===== src/tlvbc_pkg.sv =====
// Package for tlv_body_check_and_find: widths, phase codes, word and result types.
// No dependencies.
package tlvbc_pkg;

    localparam int unsigned BODY_HEAD_BYTES_DEF = 1;
    localparam int unsigned RECORD_HEAD_BYTES   = 4;
    localparam int unsigned S_TDATA_W           = 32;
    localparam int unsigned S_TUSER_W           = 2;
    localparam int unsigned M_TDATA_W           = 56;
    localparam int unsigned M_TUSER_W           = 2;

    typedef enum logic [4:0] {
        PH_IDLE  = 5'b00001,
        PH_HEAD  = 5'b00010,
        PH_RHEAD = 5'b00100,
        PH_VALUE = 5'b01000,
        PH_DONE  = 5'b10000
    } phase_t;

    typedef struct packed {
        logic [7:0]  data_byte;
        logic        first_byte;
        logic        last_byte;
        logic        func;
        logic [15:0] query_type;
        logic [7:0]  start_index;
    } item_t;

    typedef struct packed {
        logic        body_valid;
        logic        found;
        logic [7:0]  match_index;
        logic [15:0] match_offset;
        logic [15:0] match_length;
        logic [8:0]  next_index;
    } result_t;

endpackage


===== src/tlvbc_parse.sv =====
// Byte-wise TLV body parser: holds the scan state and forms the result on the last byte.
// Depends on tlvbc_pkg.
module tlvbc_parse
    import tlvbc_pkg::*;
#(
    parameter int unsigned BODY_HEAD_BYTES = BODY_HEAD_BYTES_DEF
) (
    input  logic    aclk,
    input  logic    aresetn,
    input  logic    step,
    input  item_t   item,
    output logic    res_valid,
    output result_t res
);

    localparam logic [1:0] FIELD_LAST = 2'(RECORD_HEAD_BYTES - 1);

    phase_t      phase_reg, phase_cur, phase_next;
    logic [15:0] pos_reg, pos_cur, pos_next;
    logic [7:0]  total_reg, total_cur, total_next;
    logic [7:0]  index_reg, index_cur, index_next;
    logic [1:0]  fcnt_reg, fcnt_cur, fcnt_next;
    logic [15:0] type_reg, type_cur, type_next;
    logic [15:0] vleft_reg, vleft_cur, vleft_next;
    logic        func_reg, func_cur;
    logic [15:0] qtype_reg, qtype_cur;
    logic [7:0]  qstart_reg, qstart_cur;
    logic        mfound_reg, mfound_cur, mfound_next;
    logic [7:0]  midx_reg, midx_cur, midx_next;
    logic [15:0] moff_reg, moff_cur, moff_next;
    logic [15:0] mlen_reg, mlen_cur, mlen_next;
    logic [15:0] pos_inc;

    always_comb begin
        phase_cur  = phase_reg;
        pos_cur    = pos_reg;
        total_cur  = total_reg;
        index_cur  = index_reg;
        fcnt_cur   = fcnt_reg;
        type_cur   = type_reg;
        vleft_cur  = vleft_reg;
        func_cur   = func_reg;
        qtype_cur  = qtype_reg;
        qstart_cur = qstart_reg;
        mfound_cur = mfound_reg;
        midx_cur   = midx_reg;
        moff_cur   = moff_reg;
        mlen_cur   = mlen_reg;
        if (item.first_byte) begin
            phase_cur  = PH_HEAD;
            pos_cur    = '0;
            total_cur  = '0;
            index_cur  = '0;
            fcnt_cur   = '0;
            type_cur   = '0;
            vleft_cur  = '0;
            func_cur   = item.func;
            qtype_cur  = item.query_type;
            qstart_cur = item.start_index;
            mfound_cur = 1'b0;
            midx_cur   = '0;
            moff_cur   = '0;
            mlen_cur   = '0;
        end
    end

    assign pos_inc = pos_cur + 16'd1;

    always_comb begin
        phase_next  = phase_cur;
        pos_next    = pos_cur;
        total_next  = total_cur;
        index_next  = index_cur;
        fcnt_next   = fcnt_cur;
        type_next   = type_cur;
        vleft_next  = vleft_cur;
        mfound_next = mfound_cur;
        midx_next   = midx_cur;
        moff_next   = moff_cur;
        mlen_next   = mlen_cur;
        res_valid   = 1'b0;
        res         = '0;
        if (phase_cur != PH_IDLE) begin
            if (pos_cur != 16'hFFFF) begin
                pos_next = pos_inc;
                case (phase_cur)
                    PH_HEAD: begin
                        if (pos_cur == 16'd0) begin
                            total_next = item.data_byte;
                        end
                        if ({1'b0, pos_inc} >= 17'(BODY_HEAD_BYTES)) begin
                            if (total_next == 8'd0) begin
                                phase_next = PH_DONE;
                            end else begin
                                phase_next = PH_RHEAD;
                                fcnt_next  = '0;
                            end
                        end
                    end
                    PH_RHEAD: begin
                        case (fcnt_cur)
                            2'd0:    type_next  = {item.data_byte, 8'h00};
                            2'd1:    type_next  = {type_cur[15:8], item.data_byte};
                            2'd2:    vleft_next = {item.data_byte, 8'h00};
                            default: vleft_next = {vleft_cur[15:8], item.data_byte};
                        endcase
                        if (fcnt_cur == FIELD_LAST) begin
                            fcnt_next = '0;
                            if (!mfound_cur && index_cur >= qstart_cur &&
                                (func_cur || type_next == qtype_cur)) begin
                                mfound_next = 1'b1;
                                midx_next   = index_cur;
                                moff_next   = pos_inc;
                                mlen_next   = vleft_next;
                            end
                            index_next = index_cur + 8'd1;
                            if (vleft_next == 16'd0) begin
                                phase_next = (index_next >= total_cur) ? PH_DONE : PH_RHEAD;
                            end else begin
                                phase_next = PH_VALUE;
                            end
                        end else begin
                            fcnt_next = fcnt_cur + 2'd1;
                        end
                    end
                    PH_VALUE: begin
                        vleft_next = vleft_cur - 16'd1;
                        if (vleft_next == 16'd0) begin
                            fcnt_next  = '0;
                            phase_next = (index_cur >= total_cur) ? PH_DONE : PH_RHEAD;
                        end
                    end
                    default: begin
                    end
                endcase
            end
            if (item.last_byte) begin
                res_valid        = 1'b1;
                res.body_valid   = (phase_next == PH_DONE);
                res.found        = mfound_next;
                res.match_index  = midx_next;
                res.match_offset = moff_next;
                res.match_length = mlen_next;
                res.next_index   = mfound_next ? ({1'b0, midx_next} + 9'd1) : 9'd0;
                phase_next       = PH_IDLE;
            end
        end
    end

    always_ff @(posedge aclk) begin
        if (!aresetn) begin
            phase_reg <= PH_IDLE;
        end else if (step) begin
            phase_reg <= phase_next;
        end
    end

    always_ff @(posedge aclk) begin
        if (step) begin
            pos_reg    <= pos_next;
            total_reg  <= total_next;
            index_reg  <= index_next;
            fcnt_reg   <= fcnt_next;
            type_reg   <= type_next;
            vleft_reg  <= vleft_next;
            func_reg   <= func_cur;
            qtype_reg  <= qtype_cur;
            qstart_reg <= qstart_cur;
            mfound_reg <= mfound_next;
            midx_reg   <= midx_next;
            moff_reg   <= moff_next;
            mlen_reg   <= mlen_next;
        end
    end

endmodule


===== src/tlv_body_check_and_find.sv =====
// Top level of the TLV body checker and record finder: input register, parser, result register.
// Depends on tlvbc_pkg and tlvbc_parse.
//
//   channel | dir | handshake          | payload
//   s_      | in  | s_tvalid/s_tready  | s_tdata, s_tuser, s_tlast  one body byte per word
//   m_      | out | m_tvalid/m_tready  | m_tdata, m_tuser           one result per body
//
// One word per cycle while m_tready does not hold the result; the last byte of a body is
// loaded into the input register at acceptance, and its result into the result register after it.
// aresetn clears the word valid flags and the parser phase.
// m_tready low holds the result; the input register still takes one more word if it is empty.
module tlv_body_check_and_find
    import tlvbc_pkg::*;
#(
    parameter int unsigned BODY_HEAD_BYTES = BODY_HEAD_BYTES_DEF
) (
    input  logic                 aclk,
    input  logic                 aresetn,
    input  logic                 s_tvalid,
    output logic                 s_tready,
    input  logic [S_TDATA_W-1:0] s_tdata,  // data_byte[7:0], query_type[23:8], start_index[31:24]
    input  logic [S_TUSER_W-1:0] s_tuser,  // first_byte[0], func[1]
    input  logic                 s_tlast,  // last_byte
    output logic                 m_tvalid,
    input  logic                 m_tready,
    output logic [M_TDATA_W-1:0] m_tdata,  // match_index[7:0], match_offset[23:8],
                                           // match_length[39:24], next_index[48:40], zero
    output logic [M_TUSER_W-1:0] m_tuser   // body_valid[0], found[1]
);

    logic    in_valid_reg, in_valid_next;
    item_t   item_reg;
    logic    out_valid_reg, out_valid_next;
    result_t res_reg;
    logic    advance;
    logic    step;
    logic    res_valid;
    result_t res;

    assign advance  = !out_valid_reg || m_tready;
    assign s_tready = !in_valid_reg || advance;
    assign step     = in_valid_reg && advance;

    assign in_valid_next  = s_tready ? s_tvalid : in_valid_reg;
    assign out_valid_next = advance ? (step && res_valid) : out_valid_reg;

    always_ff @(posedge aclk) begin
        if (!aresetn) begin
            in_valid_reg  <= 1'b0;
            out_valid_reg <= 1'b0;
        end else begin
            in_valid_reg  <= in_valid_next;
            out_valid_reg <= out_valid_next;
        end
    end

    always_ff @(posedge aclk) begin
        if (s_tvalid && s_tready) begin
            item_reg.data_byte   <= s_tdata[7:0];
            item_reg.query_type  <= s_tdata[23:8];
            item_reg.start_index <= s_tdata[31:24];
            item_reg.first_byte  <= s_tuser[0];
            item_reg.func        <= s_tuser[1];
            item_reg.last_byte   <= s_tlast;
        end
        if (advance) begin
            res_reg <= res;
        end
    end

    tlvbc_parse #(
        .BODY_HEAD_BYTES(BODY_HEAD_BYTES)
    ) u_parse (
        .aclk      (aclk),
        .aresetn   (aresetn),
        .step      (step),
        .item      (item_reg),
        .res_valid (res_valid),
        .res       (res)
    );

    assign m_tvalid = out_valid_reg;
    assign m_tdata  = {7'd0, res_reg.next_index, res_reg.match_length,
                       res_reg.match_offset, res_reg.match_index};
    assign m_tuser  = {res_reg.found, res_reg.body_valid};

endmodule


===== config.mk =====
export PLATFORM = sky130hd
export DESIGN_NAME = tlv_body_check_and_find
export DESIGN_NICKNAME = d
export VERILOG_FILES = /design/src/tlvbc_pkg.sv /design/src/tlvbc_parse.sv /design/src/tlv_body_check_and_find.sv
export SDC_FILE = /design/constraint.sdc
export NUM_CORES = 1
export LEC_CHECK = 0
export BUFFER_PORTS_ARGS = -buffer_cell sky130_fd_sc_hd__buf_4
export CORE_MARGIN = 4
export CORE_UTILIZATION = 50
export DETAILED_ROUTE_END_ITERATION = 16
export PLACE_DENSITY = 0.76
export SLEW_MARGIN = 10
export SYNTH_ARGS = -nofsm -noshare
export SYNTH_HDL_FRONTEND = slang
export SYNTH_SLANG_ARGS = --single-unit

===== constraint.sdc =====
create_clock -name aclk -period 16.9 [get_ports aclk]
set_input_delay 2.535 -clock aclk [delete_from_list [all_inputs] [get_ports aclk]]
set_output_delay 2.535 -clock aclk [all_outputs]
set_load 0.02 [all_outputs]

==> qor.yml, run 1 <==
ys_warn_count: 0
initial_utilization: 0.508
hp-class: "flop to flop"
status: "finished clean"
irDropWorstVdd_v: 0.0000766
layout-drive-gt1-share: 0.154
synth-compound-area-share: 0.113
grt_max_degree: 121
final.setup.tns_ns: 0
synth.distinct_cells: 80
cpMaxStageDelayCell: "nor2b_1"
synthToLayoutAreaGrowth_pct: 12.2
cts_resized: 0
critical_path_required_ns: 14.37
fin_nets: 1242
die_area_um2: 27300
netlist_instances: 1116
cts_buffers: 24
crit_top_cell: "buf_4"
hold_buffers: 0
worstMarginPinSlew_ns: 1.08
dp_hpwl_mm: 18.4
whs_ns: 0.516
ys.flop_type: "edfxtp_1"
synth_top_cell_by_area: "edfxtp_1"
relSlewSlack: 0.277
hold_viol_final: 0
grt_overflow: 0
ant_nets: 0
p_leak_nw: 5.38
synth_top_family_by_area: "simple AND/OR/NAND/NOR gates"
io_pins: 99
slew_violations: 0
drtIter0Drc: 843
top_layer: "met5"
met3_length_mm: 2.21
h-tree-depth: 1
gp_congestion: 0.941
worst_slack_ns: 11.19
arrival_ns: 3.17
grt_pass1_vias: 8446
viasPerCell: 5.89
cts_root_buffer: "clkbuf_16"
power_density_nw_per_um2: 91.3
wl_met1_mm: 11.7
wl_per_cell_um: 18.2
grt_pass1_wl_mm: 43.9
path_max_fanout: 4
synth_area_um2: 12300
synth_edf_count: 218
period_minus_slack_ns: 5.71
wl_mm: 27.5
insertion_delay_ns: 0.51
path_cells: "buf_4, nor2b_1, nand2_1, buf_4"
diodes: 0
cp_num_buf_inv: 2
avgSynthCellArea_um2: 11.1
largest_reg_flops: 49
postSynth.asyncResetShare: 0
worst_path_largest_cell_delay_ns: 0.25
place_ws_ns: 11.19
synth.top_cell.area_share: 0.530
cap_viol_max_count: 0
vias: 8888
port_buffers: 91
antenna_found_initial: 1
synth-seq-cells: 225
clkSlewWorstSetupHoldPaths_ns: 0.06
synth-xor-area-share: 0.0426
clockBufferDepth: 3
fin_crit_sh: 0.338
die_y_um: 165
met2_wirelength_mm: 12.7
drt_first_pass_iters: 5
worstSetupEndpointType: "output port"
total_power_mw: 1.26
rsz0062_at_grt: "no"
cp-start-kind: "input pin"
fmax_ghz: 0.175
fp.dieW_um: 165
grt.total_usage: 0.199
drc: 0
synthMuxAreaShare: 0.0448
post_cts_buffers: 0
synth_most_common_cell: "edfxtp_1"
core-area_um2: 24300
synthSimpleGateAreaFrac: 0.182
num_rows: 57
seq_area_frac_synth: 0.542
cts_tree: "yes"
critical_path_class: "input pin to output port"
synthAdderAreaFrac: 0.0345
setup_viol: 0
yosys-top-cells-area: "edfxtp_1, ha_1, nand2_1, xnor2_1, nor2_1"
fin_skew_ns: 0.0132
critPathTopFamily: "simple AND/OR/NAND/NOR gates"
cts.sinks: 225
synth_common_cells: "edfxtp_1, nand2_1, nor2_1, a21oi_1, nand3_1"
## per-stage QoR
step	utilization	area (µm²)	cells
4_1_cts	0.569	13800	1509
2_1_floorplan	-	12400	1122
3_5_place_dp	0.540	13100	1467
3_3_place_gp	0.540	13100	1467
5_1_grt	0.569	13800	1509
6_report	0.569	13800	1509
## layout make-up
type | count | area [µm²]
clock buffer | 27 | 633
inverter | 32 | 120
clock inverter | 15 | 73.8
fill | 2037 | 10500
sequential | 225 | 6690
timing repair buffer | 98 | 748
multi-input combinational | 788 | 5180
tap | 324 | 405
## worst min-delay path, cell delays in order, from the launching register on
cell     delay (ns)
dfxtp_1        0.34
nand2_1        0.06
o22ai_1        0.07
## path summary, 6_finish.rpt
kind | depth (start not counted) | end | slack, ns | startpoint
worst max-delay path | 4 | s_tready | 11.19 | m_tready
worst min-delay path | 2 | u_parse.phase_reg[2]$_SDFFE_PN0P_ | 0.52 | u_parse.phase_reg[2]$_SDFFE_PN0P_
worst max register to register | 14 | u_parse.vleft_reg[5]$_DFFE_PP_ | 11.57 | item_reg[26]$_DFFE_PP_
worst min register to register | 2 | u_parse.phase_reg[2]$_SDFFE_PN0P_ | 0.52 | u_parse.phase_reg[2]$_SDFFE_PN0P_
## kinds of logic (layout without fill, tap and decap cells)
group                    count (synthesis)  count (layout)
AO/OA/AOI/OAI                          208             208
buffers and inverters                  109             172
XOR/XNOR                                60              60
other                                    1               7
AND/OR/NAND/NOR                        427             427
adder cells (fa/ha/maj)                 34              34
flip-flops                             225             225
multiplexers                            52              52
## cell usage in the layout (no fill, tap or decap), types with 8 or more instances in the layout
master and instances:
edfxtp_1 218, nand2_1 105, buf_4 97, nor2_1 82, a21oi_1 50, nand3_1 49, o21ai_0 41, xnor2_1 38
ha_1 34, nor2b_1 30, mux2i_1 29, inv_1 28, clkbuf_16 25, or3_1 23, mux2_2 22, nor3_1 22
xor2_1 22, and2_1 21, and3_1 20, a31oi_1 18, nor4_1 14, o211ai_1 13, a22oi_1 10, nand4_1 9
o221ai_1 9, a22o_1 9, and3b_1 8
## routing by layer
| layer | vias up | track usage |
|---|---|---|
| met2 | 389 | 0.315 |
| met5 | - | 0 |
| met3 | 72 | 0.0340 |
| met1 | 4174 | 0.282 |
| li1 | 4251 | - |
| met4 | 2 | 0.0594 |
## power by group
part           leakage (nW)  switching, mW  internal [mW]
clock network         0.354          0.206          0.268
logic                  2.75         0.0796         0.0503
registers              2.28         0.0186          0.642
total                  5.38          0.304          0.960
(Power assumes the default switching activity.)
==> inputs of run 2 (changes only) <==
==> constraint.sdc (replaced) <==
create_clock -name aclk -period 5.5 [get_ports aclk]
set_input_delay 0.825 -clock aclk [delete_from_list [all_inputs] [get_ports aclk]]
set_output_delay 0.825 -clock aclk [all_outputs]
set_load 0.02 [all_outputs]
==> qor.yml, run 2 (same netlist as run 1, synthesis figures left out) <==
power_density_nw_per_um2: 290
final_common_cell: "edfxtp_1"
worstMarginPinSlew_ns: 1.10
critical_path_required_ns: 5.82
cap_viol_max_count: 0
worst_slack_ns: 0.595
ant_nets: 0
final_cell_mix: "edfxtp_1, nand2_1, buf_4"
hold_buffers: 0
top_layer: "met5"
initial_utilization: 0.508
cpMaxStageDelayCell: "nor2b_1"
place_ws_ns: 0.650
arrival_ns: 5.23
fin_crit_sh: 0.892
layout-drive-gt1-share: 0.157
clkSlewWorstSetupHoldPaths_ns: 0.06
wl_met1_mm: 12.2
port_buffers: 91
wl_per_cell_um: 18.7
irDropWorstVdd_v: 0.000252
p_leak_nw: 5.41
worstSetupEndpointType: "flop"
cts_tree: "yes"
post_cts_buffers: 0
io_pins: 99
worst_path_largest_cell_delay_ns: 0.65
grt_overflow: 0
critical_path_class: "flop to flop"
cts_buffers: 24
grt_max_degree: 119
cp-start-kind: "flop"
cts_resized: 0
gp_congestion: 0.926
period_minus_slack_ns: 4.91
fp.dieW_um: 165
fin_skew_ns: 0.0136
drc: 0
path_cells: "buf_12, nor2b_1, ha_1, a21o_1, a2111oi_0, o21ai_0, nand3b_4, or3_1, mux2i_1, nor2_1, ha_1, and3_1, and2_1, nand3_1, mux2i_1, nor4b_1"
cts_root_buffer: "clkbuf_16"
met3_length_mm: 2.04
num_rows: 57
diodes: 0
wl_mm: 28.3
met2_wirelength_mm: 13.4
grt.total_usage: 0.209
die_y_um: 165
rsz0062_at_grt: "no"
core-area_um2: 24300
drtIter0Drc: 957
drt_first_pass_iters: 5
grt_pass1_wl_mm: 46.0
relSlewSlack: 0.263
h-tree-depth: 1
hp-class: "input pin to flop"
largest_reg_flops: 49
hold_viol_final: 0
insertion_delay_ns: 0.52
clockBufferDepth: 3
status: "finished clean"
die_area_um2: 27300
final.setup.tns_ns: 0
slew_violations: 0
grt_pass1_vias: 8745
cts.sinks: 225
path_max_fanout: 118
synthToLayoutAreaGrowth_pct: 13.0
antenna_found_initial: 1
dp_hpwl_mm: 19.0
setup_viol: 0
viasPerCell: 5.93
fmax_ghz: 0.204
vias: 8960
fin_nets: 1246
-- run 2: worst paths after layout --
path                                       end  slack [ns]                              start  cells after the start
max reg2reg          m_tdata[46]$_SDFFCE_PN0P_        0.59             item_reg[26]$_DFFE_PP_                     16
max                  m_tdata[46]$_SDFFCE_PN0P_        0.59             item_reg[26]$_DFFE_PP_                     16
min reg2reg  u_parse.phase_reg[4]$_SDFFE_PN0P_        0.54  u_parse.phase_reg[4]$_SDFFE_PN0P_                      2
min                      item_reg[3]$_DFFE_PP_        0.49                        s_tdata[27]                      1
-- run 2: final cells by class --
class	count	area, µm²
fillers	2045	10400
clock inverters	11	139
well taps	324	405
multi-input cells	788	5180
inverters	32	120
repair buffers	102	778
clock buffers	30	644
flip-flops and latches	225	6690
-- run 2: metal layers --
| metal | vias up | GRT usage |
|---|---|---|
| met5 | - | 0 |
| met4 | 2 | 0.0575 |
| met3 | 46 | 0.0345 |
| met2 | 348 | 0.338 |
| met1 | 4310 | 0.294 |
| li1 | 4254 | - |
-- run 2: where the power goes --
| part | switching [mW] | internal [mW] | total (mW) |
|---|---|---|---|
| Sequential | 0.0578 | 1.97 | 2.03 |
| Clock | 0.646 | 0.969 | 1.62 |
| Combinational | 0.247 | 0.156 | 0.403 |
| Total | 0.951 | 3.10 | 4.05 |
-- run 2: metrics by stage --
step                power (mW)  instance area, µm²   util  hold slack (ns)  std cells
floorplan                 2.34               12400      -            0.460       1122
global placement          2.45               13200  0.541            0.486       1471
detailed placement        2.47               13200  0.541            0.516       1471
CTS                       4.08               14000  0.574            0.467       1512
global route              4.20               14000  0.574            0.469       1512
finish                    4.05               14000  0.574            0.486       1512
-- run 2: worst max-delay path, delay by kind of cell, from the launching register on --
kind	cells	cell delay, ns
AND/OR/NAND/NOR	8	1.91
AO/OA/AOI/OAI	3	0.89
adder cells (fa/ha/maj)	2	0.63
flip-flops	1	0.46
multiplexers	2	0.46
buffers and inverters	1	0.27
